$ cat config.mk
export PLATFORM = sky130hd
export DESIGN_NAME = rbm_ctrl
export DESIGN_NICKNAME = d
export VERILOG_FILES = /design/src/design/rbm_pkg.sv /design/src/design/rbm_ctrl.sv
export SDC_FILE = /design/constraint.sdc
export NUM_CORES = 1
export LEC_CHECK = 0
export ABC_AREA = 1
export BUFFER_PORTS_ARGS = -buffer_cell sky130_fd_sc_hd__buf_2
export CORE_AREA = 2 2 39 41
export DETAILED_ROUTE_END_ITERATION = 10
export DIE_AREA = 0 0 41 43
export HOLD_SLACK_MARGIN = 0.02
export SYNTH_ARGS = -nofsm -noshare
export SYNTH_HDL_FRONTEND = slang
export SYNTH_SLANG_ARGS = --single-unit
export TNS_END_PERCENT = 10
$ cat constraint.sdc
create_clock -name clock -period 1.6 [get_ports clock]
set_clock_uncertainty 0.15 [all_clocks]
set_input_delay 0.32 -clock clock [delete_from_list [all_inputs] [get_ports clock]]
set_output_delay 0.32 -clock clock [all_outputs]
set_load 0.1 [all_outputs]
$ cat src/design/rbm_pkg.sv
// shared types and constants for the robustness budget monitor
`timescale 1ns / 1ps
package rbm_pkg;
   localparam int DEPTH = 128;
   localparam int PTR_W = $clog2(DEPTH);
   localparam int CNT_W = PTR_W + 1;
   localparam logic [23:0] MASK24 = 24'hFFFFFF;
   localparam logic [16:0] ONE_Q16 = 17'd65536;

   localparam logic [2:0] REG_INITIAL = 3'd0;
   localparam logic [2:0] REG_BASELINE = 3'd1;
   localparam logic [2:0] REG_DECAY = 3'd2;
   localparam logic [2:0] REG_LENGTH = 3'd3;
   localparam logic [2:0] REG_THRESHOLD = 3'd4;

   typedef enum logic [3:0] {
      ST_IDLE, ST_UPDATE, ST_DECAY, ST_SUM, ST_DIV, ST_DEV, ST_DEVDIV, ST_SQRT, ST_OUT
   } state_type;

   typedef struct packed {
      logic start_item;   // latch input and do budget update
      logic do_decay;
      logic start_sum;
      logic start_div;    // mean division
      logic start_dev;
      logic start_devdiv;
      logic start_sqrt;
      logic load_out;
   } cmd_type;

   typedef struct packed {
      logic walk_done;
      logic div_done;
      logic sqrt_done;
   } status_type;
endpackage

$ cat src/design/rbm_ctrl.sv
// sequencer for the robustness budget monitor
`timescale 1ns / 1ps
module rbm_ctrl (
   input  logic clock,
   input  logic reset,
   input  logic req_fire,
   input  logic out_free,
   input  rbm_pkg::status_type status,
   output rbm_pkg::cmd_type cmd,
   output logic busy
);
   rbm_pkg::state_type state_ff, state_in;

   always_ff @(posedge clock) begin
      if (reset) state_ff <= rbm_pkg::ST_IDLE;
      else state_ff <= state_in;
   end

   always_comb begin
      state_in = state_ff;
      cmd = '0;
      busy = 1'b1;
      case (state_ff)
         rbm_pkg::ST_IDLE: begin
            busy = 1'b0;
            if (req_fire) begin
               cmd.start_item = 1'b1;
               state_in = rbm_pkg::ST_UPDATE;
            end
         end
         rbm_pkg::ST_UPDATE: begin
            cmd.do_decay = 1'b1;
            state_in = rbm_pkg::ST_DECAY;
         end
         rbm_pkg::ST_DECAY: begin
            cmd.start_sum = 1'b1;
            state_in = rbm_pkg::ST_SUM;
         end
         rbm_pkg::ST_SUM: if (status.walk_done) begin
            cmd.start_div = 1'b1;
            state_in = rbm_pkg::ST_DIV;
         end
         rbm_pkg::ST_DIV: if (status.div_done) begin
            cmd.start_dev = 1'b1;
            state_in = rbm_pkg::ST_DEV;
         end
         rbm_pkg::ST_DEV: if (status.walk_done) begin
            cmd.start_devdiv = 1'b1;
            state_in = rbm_pkg::ST_DEVDIV;
         end
         rbm_pkg::ST_DEVDIV: if (status.div_done) begin
            cmd.start_sqrt = 1'b1;
            state_in = rbm_pkg::ST_SQRT;
         end
         rbm_pkg::ST_SQRT: if (status.sqrt_done) state_in = rbm_pkg::ST_OUT;
         rbm_pkg::ST_OUT: if (out_free) begin
            cmd.load_out = 1'b1;
            state_in = rbm_pkg::ST_IDLE;
         end
         default: state_in = rbm_pkg::ST_IDLE;
      endcase
   end
endmodule

==> run summary, run 1 <==
In this run the most critical hold path is launched from reset. In the synthesized netlist, the cells that appear most often are 13 x nor2_1, 12 x inv_1, 10 x nand2_1, 4 x dfxtp_1, 4 x nand3_1. The minimum clock period after layout came out at between 1.5 and 2 ns. Timing would allow up to 0.570 GHz.

Global routing consumed, on the met1 layer, 13.5% of the routing resources. The post-route worst hold slack is roughly 0.11 ns. The type of element launching the critical path is a register.

Yosys instantiated no cell more often than nor2_1. The clock tree buffer depth came out at 2. The cell sitting at the root of the clock tree is a clkbuf_4. The portion of synthesized cell area occupied by the leading cell type is 21.6%. The largest registers in the layout are state_ff (4). The total die area came out at 1760 um2. From bottom edge to top edge, the die measures 43 um. The final routed DRC violation total came out at 0. The share of post-route cells with drive strength above 1 came out at 57.8%.

The first global-routing pass estimated 1410 um of wire. The top-level port count is 16. The power per cell area is ~2200 nW/um2.

The number of max-slew violations in the final report came out at 0. The number of setup buffers added after CTS came out at 0. The floorplan row count came out at 14. The number of clock sinks came out at 4.

The flip-flop count of the largest register, all copies and words added came out at 4. The post-CTS clock slew at the launch and capture registers of the worst setup and hold paths came out at approximately 0.04 ns. The gate count after technology mapping came out at 63.

The total congestion overflow is 0. The via count of the first global-routing pass was around 380. The average instance in the mapped netlist occupies 5.88 um2. For the pin with the worst max-slew slack, the measured transition is 0.271 ns. TritonCTS built the clock tree. The data required time of the worst path came out at around 1.1 ns. In the global route stage, overall resource usage came out at 11.7%. The initial utilization of the core area, before any placement, comes to between 20% and 30%.

The flip-flop and latch count after synthesis came out at 4. The leading area contributor after synthesis is dfxtp_1. On the critical path, the stage with the largest delay is an instance of dfxtp_2. The register with the most flip-flops in the final layout is state_ff. The quantity of hold-fixing buffers added after cts is 0. In the post-route analysis, the smallest setup slack over all paths is -0.155 ns. The number of diodes is 0. The run finished, with violations left. The number of hold violations in the final report is 0. Among the stages of the critical path, the cell type that occurs most often is inv_2. The routed wire length came out at 876 um.

The worst hold path belongs to the class input port to register. The net count of the finished layout is 91. The global routing met2 resource utilization is 18.4%. Once layout is done, the placed cells without fillers occupy 728 um2. After global routing, the most crowded layer is met2. The period utilization came out at 110%.

After filler insertion, the fill cell instance count of the layout stands at between 100 and 150. The classification of the worst setup path is register to primary output. The x dimension of the die came out at 41 um. The worst-skew pair later-pin latency is between 0.2 and 0.25 ns. The highest net fanout along the worst path came out at 4. Summing all placed instances gives a cell area of 689 um2.

On the worst path, the slowest cell contributes a delay of 0.35 ns. The worst hold path terminates at state_ff[3]$_SDFFE_PP0P_. The signal on the critical path passes through inv_2 > nor2_4 > inv_2 > nor4_4 > buf_12. The count of port buffers added during placement came out at 15.

The share of flip-flops with an asynchronous set or reset is 0%. The count of cells along the worst hold path came out at 2. The estimated wirelength of the detail-placed design came out at 755 um. The net count of the mapped netlist came out at 70. Summed over all cells, the static leakage comes to roughly 0.00032 uW.

The first-pass detailed-route iteration total came out at 3. The number of cells on the worst reg-to-reg path is 9. The area growth from synthesis to layout is 96.6%. For this run, the leading register cell type out of synthesis is dfxtp_1. The core footprint is roughly 1400 um2. The number of antenna violations at the first check in global routing came out at 0. The detail route stage leaves a number of antenna-violating nets equal to 0. Max-cap violations in this run came to 0.

In the routed layout, each cell is associated on average with a via count of 4.31. The number of enable flip-flop cells after synthesis came out at 0. In this run the register-to-register setup slack is 0.24 ns. The total of warnings raised by yosys is 0.

The fraction of met3 tracks used by global routing is under 10%. The design draws about 1600 uW. The final route contains between 400 and 500 vias. The largest net degree at the start of global routing came out at 7.

After synthesis, the cell types taking the most area are dfxtp_1 22%, nor2_1 13%, inv_1 12%. For the worst setup path, the data arrival time is between 1 and 1.5 ns. The final reports fail on negative setup slack. The final weighted congestion in routability-driven placement is between 0.7 and 0.8. The final count of negative-setup-slack endpoints is 8. The total number of H-tree levels came out at 1. Setup repair after global routing could not meet its margin everywhere. The final routed wire length divided by cell count is between 8 and 9 um. The netlist area before placement came out at 370 um2. After the first detailed-routing iteration, the DRC count stood at 4.

The normalized max-slew margin came out at 81.8%. In this run the critical register-to-register path is launched from state_ff[1]$_SDFFE_PP0P_. IR analysis of the VDD net gives a maximum drop of 0.666 mV. The worst setup path is captured at a primary output. The distinct cell type count after synthesis came out at 17. After synthesis, flip-flops and latches occupy 21.6% of the total area. The total clock buffers created by CTS came out at 3. The capture instance of the worst register-to-register path is state_ff[1]$_SDFFE_PP0P_.
how the worst max path moves through the flow:
stage,from,endpoint,slack (ns)
global placement,state_ff[1]$_SDFFE_PP0P_,cmd[0],0.08
detailed placement,state_ff[3]$_SDFFE_PP0P_,cmd[7],0.06
CTS,state_ff[2]$_SDFFE_PP0P_,cmd[3],-0.17
global route,state_ff[2]$_SDFFE_PP0P_,cmd[3],-0.22
floorplan,state_ff[2]$_SDFFE_PP0P_,cmd[1],-0.43
finish,state_ff[2]$_SDFFE_PP0P_,cmd[3],-0.16
what timing repair did:
item,CTS,global route
endpoints found under the hold margin,0,0
gates resized for setup,5,1
pin swaps,1,0
endpoints found under the setup margin,9,9
cells by family after synthesis:
family	Yosys count	synth area share (%)
and+or+nand+nor	42	58.1
buffers and inverters	14	16.2
DFF	4	21.6
AOI/OAI and AO/OA	3	4.05
per-layer routing:
layer	vias up	wire, um
li1	236	-
met1	184	368
met2	5	480
met3	2	20
met4	0	6
met5	-	0
critical path, delay by kind of cell (launching register included):
family / cells / cell delay [ns]
buf+inv: 3 / 0.36
flops: 1 / 0.35
simple gates: 2 / 0.34
layout make-up:
type | instances | area (um2) | share of cell area (%)
Multi-Input combinational cell | 45 | 318 | 43.6
Timing Repair Buffer | 17 | 225 | 30.9
Sequential cell | 4 | 90.1 | 12.4
Inverter | 13 | 48.8 | 6.70
Clock buffer | 4 | 26.3 | 3.61
Tap cell | 16 | 20.0 | 2.75
layout by cell type, fill, tap and decap left out:
cell type / instances
dfxtp_4: 2
buf_4: 2
nor2_2: 4
nand2_2: 3
a21oi_1: 2
clkbuf_4: 3
nor3_4: 2
nand3_1: 4
inv_2: 5
dfxtp_2: 2
nor2_1: 8
nand3b_1: 1
nor3_1: 1
inv_1: 8
nand3_2: 2
nand2_4: 2
buf_2: 6
nor2_4: 4
buf_12: 9
nand2_1: 9
nor4_4: 2
clkbuf_1: 1
o21ai_0: 1
power breakdown:
part,total [uW],switching (uW),internal (uW),leakage [uW]
registers,214,64.3,150,0.0000350
clock network,135,41.1,93.6,0.0000150
logic,1260,818,439,0.000274
stage by stage:
| step | setup slack (ns) | util [%] | TNS [ns] | std cells |
|---|---|---|---|---|
| floorplan | -0.431 | - | -3.04 | 63 |
| global placement | 0.0751 | 49.8 | 0 | 95 |
| detailed placement | 0.0594 | 49.8 | 0 | 95 |
| CTS | -0.168 | 52.4 | -0.893 | 99 |
| global route | -0.217 | 52.6 | -1.29 | 99 |
| finish | -0.155 | 52.6 | -0.785 | 99 |
(Power assumes the default switching activity.)
==> inputs of run 2 (changes only) <==
--- a/config.mk
+++ b/config.mk
@@ -11,6 +11,8 @@
 export DETAILED_ROUTE_END_ITERATION = 10
 export DIE_AREA = 0 0 41 43
 export HOLD_SLACK_MARGIN = 0.02
+export PLACE_DENSITY_LB_ADDON = 0.2
+export SKIP_LAST_GASP = 1
 export SYNTH_ARGS = -nofsm -noshare
 export SYNTH_HDL_FRONTEND = slang
 export SYNTH_SLANG_ARGS = --single-unit
==> run 2 against run 1 <==
Against the previous run:
- the flow still finishes with violations (negative setup slack)
- routed wire length increased by 2.9%
- non-clock buffer count grew 2
- critical path depth stayed put
- utilization is 0.45 points higher
- total power increased by 0.21%
- via count is 1.2% lower
- register-to-register slack worse by 0.03 ns
- die area stayed put
- cell count up 2.0%
- global-route usage up 0.29 points
- combinational power barely moved
- critical path type unchanged
- largest cell class unchanged
==> run summary, run 2 (same netlist as run 1, synthesis figures left out) <==
The largest registers in the layout are state_ff (4). TritonCTS built the clock tree. The first routing iteration left 2 violations. After legalization and detailed placement, the total HPWL measured 819 um. The number of max-slew violations in the final report came out at 0. The tree is rooted in a clkbuf_4. After layout, the design draws a total of 1610 uW. The via count of the first global-routing pass came out at around 370. The number of hold violations in the final report came out at 0. The pre-antenna-repair detailed-routing pass consisted of 2 iterations. The routed wire length is about 900 um. The x dimension of the die is approximately 41 um. The overall global routing resource usage is 11.9%.

The final reports fail on negative setup slack. The slew at the pin closest to its max-slew limit came out at 0.283 ns. Summed over all cells, the static leakage comes to ~0.00033 uW.

The area of the multi-input gates is 313 um2. The normalized max-slew margin came out at around four fifths. The final design utilization came out at 53.1%. The switching power total is 925 uW. The net count of the finished layout is between 90 and 100. In this run the number of H-tree levels came out at 1. The die covers 1760 um2. The switching portion of total power came out at 57.5%. In the final layout, the share of cells above drive strength 1 is 56.5%. The number of diodes is 0. The final routed DRC violation total came out at 0. The number of cells on the worst reg-to-reg path is 8. Dividing the detail-routed via count by the number of cells gives 4.18. Traced cell by cell, the critical path runs through buf_4 > nor2_4 > inv_2 > nor4_4 > buf_12. Counting instances, the worst hold path has a depth of 2. The clock reaches the later pin of the worst-skew pair after between 0.2 and 0.25 ns. Of the total power, the clock network draws 8.3%. The number of antenna violations at the first check in global routing is 0. The data required time of the worst path is 1.13 ns.

Registers are responsible for about 13% of the overall power. The residual antenna-violating net count after detailed routing came out at 0. Setup repair after global routing could not meet its margin everywhere. The number of setup buffers added after CTS is 0. The number of clock sinks came out at 4. The layout overhead on the synthesized area is 98.3%. The final worst slack came out at -0.184 ns.

The most critical setup path has its startpoint at state_ff[3]$_SDFFE_PP0P_. The internal power is between 600 and 700 uW. The first-pass GRT wire length is 1390 um. The flip-flop count of the largest register, all copies and words added came out at 4.

The biggest cell delay along the critical path is 0.32 ns. The achievable clock frequency is between 0.5 and 0.6 GHz. Clock-pin slew was measured on the worst setup and hold paths at 0.03 ns. The worst min-delay path startpoint is reset. The worst-case IR drop observed on VDD is 1.19 mV. The final routed wire length divided by cell count came out at about 8.9 um.

The minimum clock period after layout came out at about 1.8 ns. The filler cells instantiated in the layout total 144. In the layout the commonest cells are 9 x inv_1, 9 x nand2_1, 9 x buf_12. The data arrival time at the worst-slack endpoint came out at between 1 and 1.5 ns.

The critical-path cell with the highest stage delay is dfxtp_1. In this run the vertical extent of the chip is 43 um. The final count of negative-setup-slack endpoints is 9. The number of non-filler instances in the completed layout is 101. The type of element launching the critical path is a register. The count of port buffers added during placement came out at 15. In this run the count of I/O pins placed on the die edge is 16.

The critical path in this run is classified as register to primary output. The floorplan row count came out at 14. The tightest min-delay check is of the input port to register type.

The run finished, with violations left. The floorplan step defined a core boundary enclosing 1380 um2. Ranked by flip-flop count, first place goes to state_ff. The instance count after placement with tap cells included is 97. Across all layers, the routed design uses 422 vias.

The quantity of hold-fixing buffers added after cts came out at 0. The highest net fanout along the worst path came out at 4. The power per cell area came out at 2190 nW/um2. The clock tree buffer depth is 2.

The largest net degree at the start of global routing is 8. The critical path capture point type is a primary output. The pre-CTS setup slack came out at 0.0499 ns.

The logic gate share of total power is 79.1%. The total congestion overflow came out at 0. At the end of routability-driven placement, the weighted congestion stood at 0.778. The total clock buffers created by CTS is 3. The period utilization is 112%.

Across the whole layout, storage elements account for 86.3 um2. The total of max-cap violations is 0. Once the floorplan was initialized, standard cells occupied 26.8% of the core.

The startpoint of the lowest-slack register-to-register path is state_ff[1]$_SDFFE_PP0P_.
run 2: cell count changes in the layout (fill, tap and decap cells not counted), sizes merged:
cell | previous run | this run
buf | 17 | 19
run 2: per-stage QoR:
stage          hold slack, ns  TNS [ns]  cell area (um2)
3_5_place_dp            0.356         0              704
6_report                0.117     -1.11              734
4_1_cts                 0.114     -1.40              732
5_1_grt                 0.132     -1.75              734
2_1_floorplan           0.239     -3.04              455
3_3_place_gp            0.354         0              704
run 2: path summary, 6_finish.rpt:
path	slack, ns	endpoint
setup / recovery	-0.18	cmd[3]
hold / removal	0.12	state_ff[3]$_SDFFE_PP0P_
setup reg to reg	0.21	state_ff[1]$_SDFFE_PP0P_
hold reg to reg	0.37	state_ff[2]$_SDFFE_PP0P_
run 2: layout make-up:
cell class                 instances  area share, %
timing repair buffer              19           32.7
sequential                         4           11.8
inverter                          13           6.64
clock buffer                       4           3.58
multi-input combinational         45           42.6
tap                               16           2.73
run 2: power by group through the flow:
stage	Clock [uW]	Sequential (uW)	Combinational (uW)
2_1_floorplan	0	177	927
3_3_place_gp	0	200	1260
3_5_place_dp	0	202	1280
4_1_cts	140	203	1280
5_1_grt	152	212	1330
6_report	133	203	1270
run 2: layer usage:
metal	wire length (um)	GRT usage (%)	up-vias	share of wire, %
li1	-	-	238	-
met1	412	14.5	179	46
met2	472	17.5	5	52
met3	16	3.14	0	1.8
met4	0	8.00	0	0
met5	0	0	-	0
run 2: critical path, delay by kind of cell (launching register included):
kind | cells | cell delay (ns)
simple gates | 2 | 0.31
flops | 1 | 0.32
buf+inv | 3 | 0.45
run 2: repair_timing:
item	4_1_cts	5_1_grt
gates resized for setup	1	1
gates cloned	0	0
endpoints found under the setup margin	9	9
==> inputs of run 3 (changes only) <==
==> constraint.sdc (replaced) <==
create_clock -name clock -period 1.6 [get_ports clock]
set_clock_uncertainty 0.15 [all_clocks]
set_input_delay 0.16 -clock clock [delete_from_list [all_inputs] [get_ports clock]]
set_output_delay 0.16 -clock clock [all_outputs]
set_load 0.1 [all_outputs]
==> run 3 against run 2 <==
Against the previous run:
- total power grew 0.65%
- the run now ends clean
- critical path type unchanged
- routed wire length rose by 6.1%
- clock power rose by 5%
- largest power group unchanged
- worst hold slack got worse by 0.028 ns
- register-to-register slack better by 0.05 ns
- critical path depth decreased by 2
- via count increased by 3.1%
- highest routed layer is now met4
- fmax rose by 12%
- global-route usage increased by 1.2 points
- utilization is 0.27 points higher
- clock-buffer cell count is the same
==> run summary, run 3 (same netlist as run 1, synthesis figures left out) <==
The net count of the finished layout is 92. Counting every sink on the clock net gives 4. The violation count after the first detailed-route iteration is 4. Measured along the x axis, the die boundary spans 41 um.

The leakage power summed over all cells came out at 0.000330 uW. The highest net fanout along the worst path came out at 6. The number of max-slew violations in the final report is 0. The worst-skew pair later-pin latency came out at approximately 0.24 ns. The period utilization is 99.5%. The final routed DRC violation total came out at 0.

In the global route stage, met3 resource usage came out at 1.57%. The setup path with the least slack is of type register to primary output. The class of the tightest hold or removal check is input port to register. The power per cell area is 2190 nW/um2. The first-pass GRT wire length is 1590 um.

Clock tree synthesis inserted a total of 3 buffers. The total number of H-tree levels is 1. The residual antenna-violating net count after detailed routing came out at 0.

The estimated wirelength of the detail-placed design came out at ~850 um. Summed over all layers, the global routing overflow is 0. The post-CTS clock slew at the launch and capture registers of the worst setup and hold paths came out at approximately 0.040 ns. The flow ran to the end, and the final reports show no timing, DRC or antenna violations. The register with the most flip-flops in the final layout is state_ff. Setup repair after global routing could not meet its margin everywhere. TritonCTS built the clock tree.

The starting density of the core came out at between 20% and 30%. The total die area came out at 1760 um2. Of the cells placed in the final design, the portion with a size suffix greater than 1 is 56.0%. The data required time of the worst path is roughly 1.3 ns. The achievable clock frequency is 0.628 GHz.

Post-CTS timing repair inserted 0 buffers for setup. The number of hold violations in the final report came out at 0. In this run the count of I/O pins placed on the die edge is 16.

The tightest hold path in the finished design has a slack of ~0.089 ns. VDD sags by at most between 1 and 1.5 mV. In the final layout, the registers with the most flip-flops are state_ff (4). Measured against its own limit, the worst slew margin works out to 82.5%. The final weighted congestion in routability-driven placement came out at 0.782. The library cell used as clock root buffer is clkbuf_4. The via count of the first global-routing pass came out at around 400. In the layout the commonest cells are 9 x inv_1, 9 x nand2_1, 9 x buf_12.

The overall global routing resource usage came out at 13.2%. Counting I/O delays and the setup requirement, the final critical path takes approximately 1.6 ns. The number of antenna diodes in the final layout is 0.

After global routing, the most crowded layer is met2. The final route contains 435 vias. Measured along the y axis, the die boundary spans between 40 and 50 um. In the final routed layout, each cell accounts on average for 9.56 um.

The data arrival time at the worst-slack endpoint came out at 1.28 ns. The clock tree buffer depth is 2. The setup TNS is 0 ns. The flip-flop count of the largest register, all copies and words added came out at 4.

The region available for standard cell placement spans roughly 1400 um2. The first-pass detailed-route iteration total is 2. The type of element launching the critical path is a register. STA classifies the critical path endpoint as a primary output. The completed layout was analyzed and its total power is 1620 uW. The global routing met2 resource utilization is 19.4%.

The final count of negative-setup-slack endpoints is 0. After routing the design area is 738 um2. The final layout contains routed wiring with a total length of 956 um. The total of max-cap violations is 0. The layout overhead on the synthesized area is 99.3%. Dividing the detail-routed via count by the number of cells gives 4.35. The global-route met1 utilization is between 15 and 20%. The number of antenna violations at the first check in global routing was 0.

The placed instance area is 689 um2. The largest net degree at the start of global routing came out at 7. The count of port buffers added during placement is 15. The slew at the pin closest to its max-slew limit is 0.260 ns. The floorplan row count came out at 14.
-- run 3: changes by cell type in the layout (fill, tap and decap cells not counted), sizes merged --
cell / delta
buf: -2
dlygate4sd3: +1
-- run 3: per-layer routing --
metal,vias up,routed length (um),share of wire (%)
li1,237,-,-
met1,188,398,42
met2,8,508,53
met3,2,28,2.9
met4,0,21,2.2
met5,-,0,0
-- run 3: worst max-delay path, cell delays in order, from the launching register on --
cell,delay [ns]
dfxtp_4,0.37
buf_4,0.16
nor4_4,0.30
buf_12,0.21
-- run 3: timing repair --
| item | in CTS | in global routing |
|---|---|---|
| gates resized for setup | 2 | 3 |
| hold buffers | 1 | 0 |
| hold endpoints to repair | 1 | 0 |
| endpoints found under the setup margin | 8 | 8 |
-- run 3: path summary, 6_finish.rpt --
check                                         startpoint                       end  slack, ns  depth (start not counted)
worst max-delay path            state_ff[0]$_SDFFE_PP0P_                    cmd[3]      0.008                          3
worst min-delay path                            out_free  state_ff[3]$_SDFFE_PP0P_       0.09                          4
worst max register to register  state_ff[1]$_SDFFE_PP0P_  state_ff[2]$_SDFFE_PP0P_       0.26                          7
worst min register to register  state_ff[2]$_SDFFE_PP0P_  state_ff[2]$_SDFFE_PP0P_       0.39                          2
-- run 3: final cells by class --
cell class | instances | area (um2)
tap | 16 | 20.0
timing repair buffer | 18 | 235
multi-input combinational | 45 | 318
fill | 135 | 646
clock buffer | 4 | 26.3
inverter | 13 | 48.8
sequential | 4 | 90.1
-- run 3: power breakdown --
group / switching (uW) / total (uW) / internal [uW]
Combinational: 818 / 1260 / 438
Clock: 46.6 / 140 / 93.9
Sequential: 73.0 / 223 / 150
Total: 938 / 1620 / 682
-- run 3: stage by stage --
stage	worst slack, ns	instances	util, %
2_1_floorplan	-0.271	63	-
3_5_place_dp	0.135	95	49.8
5_1_grt	-0.0536	100	53.3
4_1_cts	-0.0574	100	52.7
6_report	0.00765	100	53.3
3_3_place_gp	0.147	95	49.8
